<file path="src/rtl/stbe_pkg.sv">
// Package: sizes, command and state codes, memory request type and helpers for the timer bank
`timescale 1ns / 1ps

package stbe_pkg;

    localparam int NUM_TIMERS  = 12;
    localparam int FIRST_EVENT = 9;
    localparam int NUM_EVENTS  = 3;
    localparam int COUNT_WIDTH = 32;

    localparam int ID_W     = $clog2(NUM_TIMERS);
    localparam int SLOT_W   = 2;
    localparam int PERIOD_W = 16;
    localparam int CHECK_W  = 16;
    localparam int TICK_W   = 32;

    localparam logic [COUNT_WIDTH-1:0] DIV10_MAGIC = 32'hCCCC_CCCD;
    localparam int                     DIV10_SHIFT = 35;
    localparam int                     PROD_W      = 2 * COUNT_WIDTH;

    typedef enum logic [2:0] {
        CMD_TICK  = 3'd0,
        CMD_SET   = 3'd1,
        CMD_CHECK = 3'd2,
        CMD_EVENT = 3'd3,
        CMD_KILL  = 3'd4
    } cmd_t;

    typedef enum logic [2:0] {
        ST_IDLE,
        ST_TICK,
        ST_CHK_RD,
        ST_CHK_MUL,
        ST_DONE
    } state_t;

    typedef struct packed {
        logic                   rd_en;
        logic [ID_W-1:0]        rd_addr;
        logic                   wr_en;
        logic [ID_W-1:0]        wr_addr;
        logic [COUNT_WIDTH-1:0] wr_data;
    } mem_req_t;

    // id mod 12 through a reciprocal multiply, exact for 8-bit ids
    function automatic logic [ID_W-1:0] timer_index(input logic [7:0] id);
        logic [15:0] q;
        logic [15:0] r;
        q = (16'(id) * 16'd171) >> 11;
        r = 16'(id) - q * 16'(NUM_TIMERS);
        return r[ID_W-1:0];
    endfunction

endpackage

</file>
<file path="src/rtl/stbe_ifs.sv">
// Interfaces: request and response channels of the timer bank
`timescale 1ns / 1ps

interface stbe_req_if;
    logic        valid;
    logic        ready;
    logic [2:0]  cmd;
    logic [7:0]  timer_id;
    logic [31:0] count;
    logic [15:0] period;
    logic [7:0]  kill_handle;

    modport source (output valid, output cmd, output timer_id, output count,
                    output period, output kill_handle, input ready);
    modport sink   (input valid, input cmd, input timer_id, input count,
                    input period, input kill_handle, output ready);
endinterface

interface stbe_rsp_if;
    logic        valid;
    logic        ready;
    logic [15:0] check_value;
    logic [1:0]  slot_given;
    logic        slot_ok;
    logic [2:0]  fired_mask;
    logic [31:0] tick_total;

    modport source (output valid, output check_value, output slot_given, output slot_ok,
                    output fired_mask, output tick_total, input ready);
    modport sink   (input valid, input check_value, input slot_given, input slot_ok,
                    input fired_mask, input tick_total, output ready);
endinterface

</file>
<file path="src/rtl/stbe_cnt_mem.sv">
// Counter memory: one write port, one registered read port, per-entry valid bits
`timescale 1ns / 1ps

module stbe_cnt_mem (
    input  logic                            clk,
    input  logic                            rst_n,
    input  stbe_pkg::mem_req_t              mreq,
    output logic [stbe_pkg::COUNT_WIDTH-1:0] rd_data
);

    logic [stbe_pkg::COUNT_WIDTH-1:0] mem [stbe_pkg::NUM_TIMERS];
    logic [stbe_pkg::NUM_TIMERS-1:0]  valid_reg;
    logic [stbe_pkg::COUNT_WIDTH-1:0] rd_data_reg;
    logic                             rd_ok_reg;

    always_ff @(posedge clk)
    begin
        if (mreq.wr_en)
        begin
            mem[mreq.wr_addr] <= mreq.wr_data;
        end
        if (mreq.rd_en)
        begin
            rd_data_reg <= mem[mreq.rd_addr];
        end
    end

    always_ff @(posedge clk or negedge rst_n)
    begin
        if (!rst_n)
        begin
            valid_reg <= '0;
            rd_ok_reg <= 1'b0;
        end
        else
        begin
            if (mreq.wr_en)
            begin
                valid_reg[mreq.wr_addr] <= 1'b1;
            end
            if (mreq.rd_en)
            begin
                rd_ok_reg <= valid_reg[mreq.rd_addr];
            end
        end
    end

    // never-written entries read as zero
    assign rd_data = rd_ok_reg ? rd_data_reg : '0;

endmodule

</file>
<file path="src/rtl/soft_timer_bank_with_events.sv">
// Top level: bank of down-counters with event slots and a free-running tick count
//
//  channel | dir | fields
//  req     | in  | cmd, timer_id, count, period, kill_handle
//  rsp     | out | check_value, slot_given, slot_ok, fired_mask, tick_total
//
//  Tick: the result follows a walk over the twelve counters through the single read
//  port of the counter memory. Check: read, multiply by the reciprocal of ten, result;
//  the multiply step is skipped when the counter is below ten.
//  Set, set event, kill, unknown: accept, then result.
//  One request at a time; a new request is taken while a result waits in the output
//  register, and a finished result holds until that register drains.
//  Reset clears the tick count, slot state and the memory's valid bits at once.
`timescale 1ns / 1ps

module soft_timer_bank_with_events (
    input  logic        clk,
    input  logic        rst_n,
    stbe_req_if.sink    req,
    stbe_rsp_if.source  rsp
);

    stbe_pkg::state_t state_reg, state_next;

    logic [stbe_pkg::ID_W-1:0]        idx_reg, idx_next;
    logic [stbe_pkg::NUM_EVENTS-1:0]  active_reg, active_next;
    logic [stbe_pkg::PERIOD_W-1:0]    period_reg [stbe_pkg::NUM_EVENTS];
    logic [stbe_pkg::PERIOD_W-1:0]    period_next [stbe_pkg::NUM_EVENTS];
    logic [stbe_pkg::TICK_W-1:0]      tick_reg, tick_next;
    logic [stbe_pkg::NUM_EVENTS-1:0]  fired_reg, fired_next;
    logic [stbe_pkg::CHECK_W-1:0]     check_reg, check_next;
    logic [stbe_pkg::SLOT_W-1:0]      given_reg, given_next;
    logic                             ok_reg, ok_next;
    logic [stbe_pkg::PROD_W-1:0]      prod_reg, prod_next;

    logic                             out_valid_reg, out_valid_next;
    logic [stbe_pkg::CHECK_W-1:0]     out_check_reg, out_check_next;
    logic [stbe_pkg::SLOT_W-1:0]      out_given_reg, out_given_next;
    logic                             out_ok_reg, out_ok_next;
    logic [stbe_pkg::NUM_EVENTS-1:0]  out_fired_reg, out_fired_next;
    logic [stbe_pkg::TICK_W-1:0]      out_tick_reg, out_tick_next;

    stbe_pkg::mem_req_t               mreq;
    logic [stbe_pkg::COUNT_WIDTH-1:0] rd_data;

    logic                             accept;
    logic                             out_load;
    logic [stbe_pkg::ID_W-1:0]        req_idx;
    logic                             free_found;
    logic [stbe_pkg::SLOT_W-1:0]      free_slot;
    logic [stbe_pkg::ID_W-1:0]        rel_idx;
    logic [stbe_pkg::SLOT_W-1:0]      walk_slot;
    logic                             walk_is_evt;
    logic [stbe_pkg::COUNT_WIDTH-1:0] dec_val;
    logic                             last_idx;

    stbe_cnt_mem u_cnt_mem (
        .clk     (clk),
        .rst_n   (rst_n),
        .mreq    (mreq),
        .rd_data (rd_data)
    );

    assign req.ready = (state_reg == stbe_pkg::ST_IDLE);
    assign accept    = req.valid && req.ready;
    assign out_load  = (state_reg == stbe_pkg::ST_DONE) && (!out_valid_reg || rsp.ready);
    assign req_idx   = stbe_pkg::timer_index(req.timer_id);
    assign rel_idx   = idx_reg - stbe_pkg::ID_W'(stbe_pkg::FIRST_EVENT);
    assign walk_slot = rel_idx[stbe_pkg::SLOT_W-1:0];
    assign walk_is_evt = (idx_reg >= stbe_pkg::ID_W'(stbe_pkg::FIRST_EVENT));
    assign dec_val   = rd_data - 1'b1;
    assign last_idx  = (idx_reg == stbe_pkg::ID_W'(stbe_pkg::NUM_TIMERS - 1));

    always_comb
    begin
        free_found = 1'b0;
        free_slot  = '0;
        for (int s = stbe_pkg::NUM_EVENTS - 1; s >= 0; s--)
        begin
            if (!active_reg[s])
            begin
                free_found = 1'b1;
                free_slot  = stbe_pkg::SLOT_W'(s);
            end
        end
    end

    // next state
    always_comb
    begin
        state_next = state_reg;
        case (state_reg)
            stbe_pkg::ST_IDLE:
            begin
                if (accept)
                begin
                    case (stbe_pkg::cmd_t'(req.cmd))
                        stbe_pkg::CMD_TICK:  state_next = stbe_pkg::ST_TICK;
                        stbe_pkg::CMD_CHECK: state_next = stbe_pkg::ST_CHK_RD;
                        default:             state_next = stbe_pkg::ST_DONE;
                    endcase
                end
            end
            stbe_pkg::ST_TICK:
            begin
                if (last_idx)
                begin
                    state_next = stbe_pkg::ST_DONE;
                end
            end
            stbe_pkg::ST_CHK_RD:
            begin
                if (rd_data < stbe_pkg::COUNT_WIDTH'(10))
                begin
                    state_next = stbe_pkg::ST_DONE;
                end
                else
                begin
                    state_next = stbe_pkg::ST_CHK_MUL;
                end
            end
            stbe_pkg::ST_CHK_MUL:
            begin
                state_next = stbe_pkg::ST_DONE;
            end
            stbe_pkg::ST_DONE:
            begin
                if (out_load)
                begin
                    state_next = stbe_pkg::ST_IDLE;
                end
            end
            default:
            begin
                state_next = stbe_pkg::ST_IDLE;
            end
        endcase
    end

    // datapath and memory requests
    always_comb
    begin
        idx_next    = idx_reg;
        active_next = active_reg;
        for (int s = 0; s < stbe_pkg::NUM_EVENTS; s++)
        begin
            period_next[s] = period_reg[s];
        end
        tick_next   = tick_reg;
        fired_next  = fired_reg;
        check_next  = check_reg;
        given_next  = given_reg;
        ok_next     = ok_reg;
        prod_next   = prod_reg;
        mreq        = '0;

        case (state_reg)
            stbe_pkg::ST_IDLE:
            begin
                if (accept)
                begin
                    check_next = '0;
                    given_next = '0;
                    ok_next    = 1'b0;
                    fired_next = '0;
                    case (stbe_pkg::cmd_t'(req.cmd))
                        stbe_pkg::CMD_TICK:
                        begin
                            tick_next    = tick_reg + 1'b1;
                            idx_next     = '0;
                            mreq.rd_en   = 1'b1;
                            mreq.rd_addr = '0;
                        end
                        stbe_pkg::CMD_SET:
                        begin
                            mreq.wr_en   = 1'b1;
                            mreq.wr_addr = req_idx;
                            mreq.wr_data = req.count;
                        end
                        stbe_pkg::CMD_CHECK:
                        begin
                            mreq.rd_en   = 1'b1;
                            mreq.rd_addr = req_idx;
                        end
                        stbe_pkg::CMD_EVENT:
                        begin
                            if (free_found)
                            begin
                                active_next[free_slot] = 1'b1;
                                period_next[free_slot] = req.period;
                                given_next   = free_slot;
                                ok_next      = 1'b1;
                                mreq.wr_en   = 1'b1;
                                mreq.wr_addr = stbe_pkg::ID_W'(stbe_pkg::FIRST_EVENT)
                                               + stbe_pkg::ID_W'(free_slot);
                                mreq.wr_data = stbe_pkg::COUNT_WIDTH'(req.period);
                            end
                        end
                        stbe_pkg::CMD_KILL:
                        begin
                            if (req.kill_handle < 8'(stbe_pkg::NUM_EVENTS))
                            begin
                                active_next[req.kill_handle[stbe_pkg::SLOT_W-1:0]] = 1'b0;
                                period_next[req.kill_handle[stbe_pkg::SLOT_W-1:0]] = '0;
                                mreq.wr_en   = 1'b1;
                                mreq.wr_addr = stbe_pkg::ID_W'(stbe_pkg::FIRST_EVENT)
                                    + stbe_pkg::ID_W'(req.kill_handle[stbe_pkg::SLOT_W-1:0]);
                                mreq.wr_data = '0;
                            end
                        end
                        default:
                        begin
                        end
                    endcase
                end
            end
            stbe_pkg::ST_TICK:
            begin
                if (rd_data != '0)
                begin
                    mreq.wr_en   = 1'b1;
                    mreq.wr_addr = idx_reg;
                    mreq.wr_data = dec_val;
                    if (walk_is_evt && (dec_val == '0) && active_reg[walk_slot])
                    begin
                        fired_next[walk_slot] = 1'b1;
                        if (period_reg[walk_slot] != '0)
                        begin
                            mreq.wr_data = stbe_pkg::COUNT_WIDTH'(period_reg[walk_slot]);
                        end
                        else
                        begin
                            active_next[walk_slot] = 1'b0;
                        end
                    end
                end
                if (!last_idx)
                begin
                    idx_next     = idx_reg + 1'b1;
                    mreq.rd_en   = 1'b1;
                    mreq.rd_addr = idx_reg + 1'b1;
                end
            end
            stbe_pkg::ST_CHK_RD:
            begin
                if (rd_data == '0)
                begin
                    check_next = '0;
                end
                else if (rd_data < stbe_pkg::COUNT_WIDTH'(10))
                begin
                    check_next = stbe_pkg::CHECK_W'(1);
                end
                prod_next = stbe_pkg::PROD_W'(rd_data) * stbe_pkg::PROD_W'(stbe_pkg::DIV10_MAGIC);
            end
            stbe_pkg::ST_CHK_MUL:
            begin
                check_next = prod_reg[stbe_pkg::DIV10_SHIFT +: stbe_pkg::CHECK_W];
            end
            default:
            begin
            end
        endcase
    end

    always_comb
    begin
        out_valid_next = out_valid_reg && !rsp.ready;
        out_check_next = out_check_reg;
        out_given_next = out_given_reg;
        out_ok_next    = out_ok_reg;
        out_fired_next = out_fired_reg;
        out_tick_next  = out_tick_reg;
        if (out_load)
        begin
            out_valid_next = 1'b1;
            out_check_next = check_reg;
            out_given_next = given_reg;
            out_ok_next    = ok_reg;
            out_fired_next = fired_reg;
            out_tick_next  = tick_reg;
        end
    end

    always_ff @(posedge clk or negedge rst_n)
    begin
        if (!rst_n)
        begin
            state_reg     <= stbe_pkg::ST_IDLE;
            active_reg    <= '0;
            tick_reg      <= '0;
            out_valid_reg <= 1'b0;
            for (int s = 0; s < stbe_pkg::NUM_EVENTS; s++)
            begin
                period_reg[s] <= '0;
            end
        end
        else
        begin
            state_reg     <= state_next;
            active_reg    <= active_next;
            tick_reg      <= tick_next;
            out_valid_reg <= out_valid_next;
            for (int s = 0; s < stbe_pkg::NUM_EVENTS; s++)
            begin
                period_reg[s] <= period_next[s];
            end
        end
    end

    always_ff @(posedge clk)
    begin
        idx_reg       <= idx_next;
        fired_reg     <= fired_next;
        check_reg     <= check_next;
        given_reg     <= given_next;
        ok_reg        <= ok_next;
        prod_reg      <= prod_next;
        out_check_reg <= out_check_next;
        out_given_reg <= out_given_next;
        out_ok_reg    <= out_ok_next;
        out_fired_reg <= out_fired_next;
        out_tick_reg  <= out_tick_next;
    end

    assign rsp.valid       = out_valid_reg;
    assign rsp.check_value = out_check_reg;
    assign rsp.slot_given  = out_given_reg;
    assign rsp.slot_ok     = out_ok_reg;
    assign rsp.fired_mask  = out_fired_reg;
    assign rsp.tick_total  = out_tick_reg;

endmodule

</file>
<file path="src/flat_wrapper.sv">
// flat-port wrapper written by rule: the top's interface ports become plain ports
module soft_timer_bank_with_events_flat 
  (clk, rst_n, req_valid, req_cmd, req_timer_id, req_count, req_period, req_kill_handle, req_ready, rsp_valid, rsp_check_value, rsp_slot_given, rsp_slot_ok, rsp_fired_mask, rsp_tick_total, rsp_ready);
  stbe_req_if req_i ();
  stbe_rsp_if rsp_i ();
  input  logic clk;
  input  logic rst_n;
  input wire logic [$bits(req_i.valid)-1:0] req_valid;
  input wire logic [$bits(req_i.cmd)-1:0] req_cmd;
  input wire logic [$bits(req_i.timer_id)-1:0] req_timer_id;
  input wire logic [$bits(req_i.count)-1:0] req_count;
  input wire logic [$bits(req_i.period)-1:0] req_period;
  input wire logic [$bits(req_i.kill_handle)-1:0] req_kill_handle;
  output wire logic [$bits(req_i.ready)-1:0] req_ready;
  output wire logic [$bits(rsp_i.valid)-1:0] rsp_valid;
  output wire logic [$bits(rsp_i.check_value)-1:0] rsp_check_value;
  output wire logic [$bits(rsp_i.slot_given)-1:0] rsp_slot_given;
  output wire logic [$bits(rsp_i.slot_ok)-1:0] rsp_slot_ok;
  output wire logic [$bits(rsp_i.fired_mask)-1:0] rsp_fired_mask;
  output wire logic [$bits(rsp_i.tick_total)-1:0] rsp_tick_total;
  input wire logic [$bits(rsp_i.ready)-1:0] rsp_ready;
  assign req_i.valid = req_valid;
  assign req_i.cmd = req_cmd;
  assign req_i.timer_id = req_timer_id;
  assign req_i.count = req_count;
  assign req_i.period = req_period;
  assign req_i.kill_handle = req_kill_handle;
  assign req_ready = req_i.ready;
  assign rsp_valid = rsp_i.valid;
  assign rsp_check_value = rsp_i.check_value;
  assign rsp_slot_given = rsp_i.slot_given;
  assign rsp_slot_ok = rsp_i.slot_ok;
  assign rsp_fired_mask = rsp_i.fired_mask;
  assign rsp_tick_total = rsp_i.tick_total;
  assign rsp_i.ready = rsp_ready;
  soft_timer_bank_with_events u_core (.clk(clk), .rst_n(rst_n), .req(req_i), .rsp(rsp_i));
endmodule
</file>
<file path="config.mk">
export PLATFORM = sky130hd
export DESIGN_NAME = soft_timer_bank_with_events_flat
export DESIGN_NICKNAME = d
export VERILOG_FILES = /design/src/rtl/stbe_pkg.sv /design/src/rtl/stbe_ifs.sv /design/src/rtl/stbe_cnt_mem.sv /design/src/rtl/soft_timer_bank_with_events.sv /design/src/flat_wrapper.sv
export SDC_FILE = /design/constraint.sdc
export NUM_CORES = 2
export LEC_CHECK = 0
export ABC_AREA = 1
export BUFFER_PORTS_ARGS = -buffer_cell sky130_fd_sc_hd__buf_2
export CORE_UTILIZATION = 30
export DETAILED_ROUTE_END_ITERATION = 7
export REMOVE_ABC_BUFFERS = 1
export SLEW_MARGIN = 25
export SYNTH_ARGS = -nofsm -noshare
export SYNTH_HDL_FRONTEND = slang
export SYNTH_SLANG_ARGS = --single-unit
</file>
<file path="constraint.sdc">
create_clock -name clk -period 6.5 [get_ports clk]
set_clock_uncertainty 0.05 [all_clocks]
set_input_delay 0.975 -clock clk [delete_from_list [all_inputs] [get_ports clk]]
set_output_delay 0.975 -clock clk [all_outputs]
set_load 0.01 [all_outputs]
</file>
==> metrics <==
Slew HR=0.2222; Final Hold Vio Count=0; fin. max-slew vios=0; full die area=144500 um2; Syn Std Cell Area=42910 um2; EDFF count, synth=512; most frequent cell after synthesis=inv_1; Top delay family on crit path=adder cells; largest cells by area after synthesis=edfxtp_1 36%, fa_1 16%, ha_1 9.2%, inv_1 7.5%, nand2_1 6.0%; Yosys cell types=59; largest net degree at the start of global routing=105; FF-to-FF path depth=29; H-tree depth=3; clock root cell=clkbuf_16; reg2reg setup slack=-0.27 ns; data required time of the worst path=6.84 ns; Critical Path AT=7.12 ns; clk_lat worst skew=0.65 ns; Reg-to-Reg Start=u_core.u_cnt_mem.rd_ok_reg; fin util=0.3771; CTS tree=yes; dominant cell type by area after synthesis=edfxtp_1; Die Y-Extent=380.2 um; Ports=127; buffers added on ports=126; Fill cells=13962; register bit total from synthesis=612; Final WS setup=-0.2734 ns; Area growth, synth to finish=24.60%; failing checks=setup timing; Fmax=147.6 MHz; min-delay worst type=input pin to asynchronous set/reset pin; final wirelength=133600 um; fraction of layout cells with a size suffix above 1=0.2237; DP HPWL=104100 um; core area=141800 um2; cell count after synthesis=4296; Starting Density=0.3027; Synth top area share=0.3583; Critical Path Sink Type=register; most frequent cells after synthesis=861 x inv_1, 685 x nand2_1, 512 x edfxtp_1; Core Rows=138; Final Non-Filler Cells=6808; Setup Crit Path Kind=register to register; 1st-iter DRT viols=2424; period utilization=1.042; sequential share of the synthesized area=0.4166; deepest clock path buffer count=3; Critical Path Source=u_core.u_cnt_mem.rd_ok_reg; DRC=0; RePlAce Congestion=1.004; vias in the first global route=32390; Async SR Flop Fraction=0.1634; Largest register FFs=384; Die X=380.2 um; remaining antenna violation count=0; Main synth FF type=edfxtp_1; CP peak stage delay=0.61 ns; Tmin final=6.773 ns; crit path launch type=register; clock buffers created by TritonCTS=68; critical-path cell with the highest stage delay=fa_2; clock slew at reported path FFs=0.06 ns; Inst Count DP=6659; Worst Path Buf+Inv=7; via count=32008; warnings from Yosys=0; Worst-Margin Slew=1.162 ns; # Max-Cap Violations=0; crit-path max FO=6; Syn Area/Cell=9.988 um2; initial antenna violation count=3; grt total ovfl=0; number of clock sinks=612; RSZ-0062 raised after global routing=true; status=finished with violations; total track usage=0.1812; Final #Nets=5605; Reg-to-Reg End=u_core.prod_reg[47]; first-pass GRT wire length=198900 um; average wire per standard cell=19.62 um; Via-to-Cell Ratio=4.702; Critical Path Stages=29; count of final setup violators=16; Initial DRT Pass Iterations=5
==> metrics by stage <==
step	area [um2]	hold slack [ns]	setup WS [ns]	setup TNS [ns]
after floorplan	42410	0.3503	-0.8637	-100.65
after global placement	49170	0.3529	-0.5464	-5.865
after detailed placement	49180	0.3545	-0.4695	-6.023
after CTS	52290	0.1865	-0.2229	-2.327
after global routing	53460	0.2267	-0.4619	-5.695
final	53460	0.2211	-0.2734	-2.368
==> routing by layer <==
layer  up-vias  wire length, um  GRT usage
met2       779            64480     0.3044
met4         0             5068    0.06347
met5         -                0          0
li1      15133                -          -
met3       208             5539    0.01936
met1     15888            58490     0.2419
==> worst reg2reg max path: cells and delay by family (launching register included) <==
kind / cells / cell delay [ns]
AOI/OAI and AO/OA: 1 / 0.18
xor gates and xnor gates: 2 / 0.32
DFF: 1 / 0.45
adders and majority gates: 9 / 3.85
buffers and inverters: 7 / 0.64
and+or+nand+nor: 10 / 1.03
==> timing repair <==
item,CTS,global route
endpoints found under the setup margin,16,16
buffers inserted,6,20
pin swaps,50,111
hold buffers,0,0
gates cloned,2,1
gates resized for setup,184,245
==> cells in the final DEF, fill, tap and decap left out, types with 16 or more instances in the layout <==
| cell type | instances |
|---|---|
| or2_1 | 16 |
| o22ai_1 | 94 |
| xnor2_1 | 30 |
| a21oi_1 | 77 |
| clkbuf_16 | 69 |
| ha_4 | 61 |
| ha_1 | 241 |
| o21ai_0 | 228 |
| inv_1 | 810 |
| or2_2 | 20 |
| nand3_1 | 123 |
| o21ai_1 | 51 |
| a32o_1 | 40 |
| xor2_1 | 94 |
| buf_4 | 446 |
| or2_0 | 31 |
| fa_1 | 331 |
| nor2_2 | 37 |
| o21bai_1 | 20 |
| a21oi_2 | 22 |
| buf_12 | 18 |
| fa_2 | 20 |
| nand2_1 | 635 |
| inv_2 | 51 |
| buf_2 | 125 |
| nand4_1 | 41 |
| edfxtp_1 | 512 |
| nand2_2 | 37 |
| buf_6 | 20 |
| nor2_4 | 29 |
| nor2_1 | 243 |
| dfrtp_1 | 99 |
==> worst max path at each step <==
stage	slack, ns	to
floorplan	-0.86	u_core.prod_reg[45]
global placement	-0.55	u_core.prod_reg[35]
detailed placement	-0.47	u_core.prod_reg[48]
CTS	-0.22	u_core.prod_reg[47]
global route	-0.46	u_core.prod_reg[45]
finish	-0.27	u_core.prod_reg[47]
==> cell families (layout without fill, tap and decap cells) <==
kind of cell,count (synthesis),count (layout),share of synthesized area
DFF,612,612,0.4166
other,0,1,0
muxes,1,1,0.0002624
AOI/OAI and AO/OA,616,616,0.08451
buffers and inverters,983,1604,0.08789
adders and majority gates,667,667,0.2559
xor gates and xnor gates,129,129,0.02633
and+or+nand+nor,1288,1288,0.1285
==> layout make-up <==
| class | instances | area (um2) | share of cell area |
|---|---|---|---|
| Timing Repair Buffer | 613 | 4654 | 0.08706 |
| Tap cell | 1890 | 2365 | 0.04423 |
| Inverter | 871 | 3296 | 0.06164 |
| Clock buffer | 85 | 1785 | 0.03340 |
| Sequential cell | 612 | 17880 | 0.3344 |
| Clock inverter | 35 | 317.8 | 0.005944 |
| Multi-Input combinational cell | 2701 | 23160 | 0.4333 |
| Antenna cell | 1 | 2.502 | 0.00004681 |
Power is left out: the tool's default activity adds up to more than one toggle a clock period on the data nets, which glitch-free logic cannot reach.
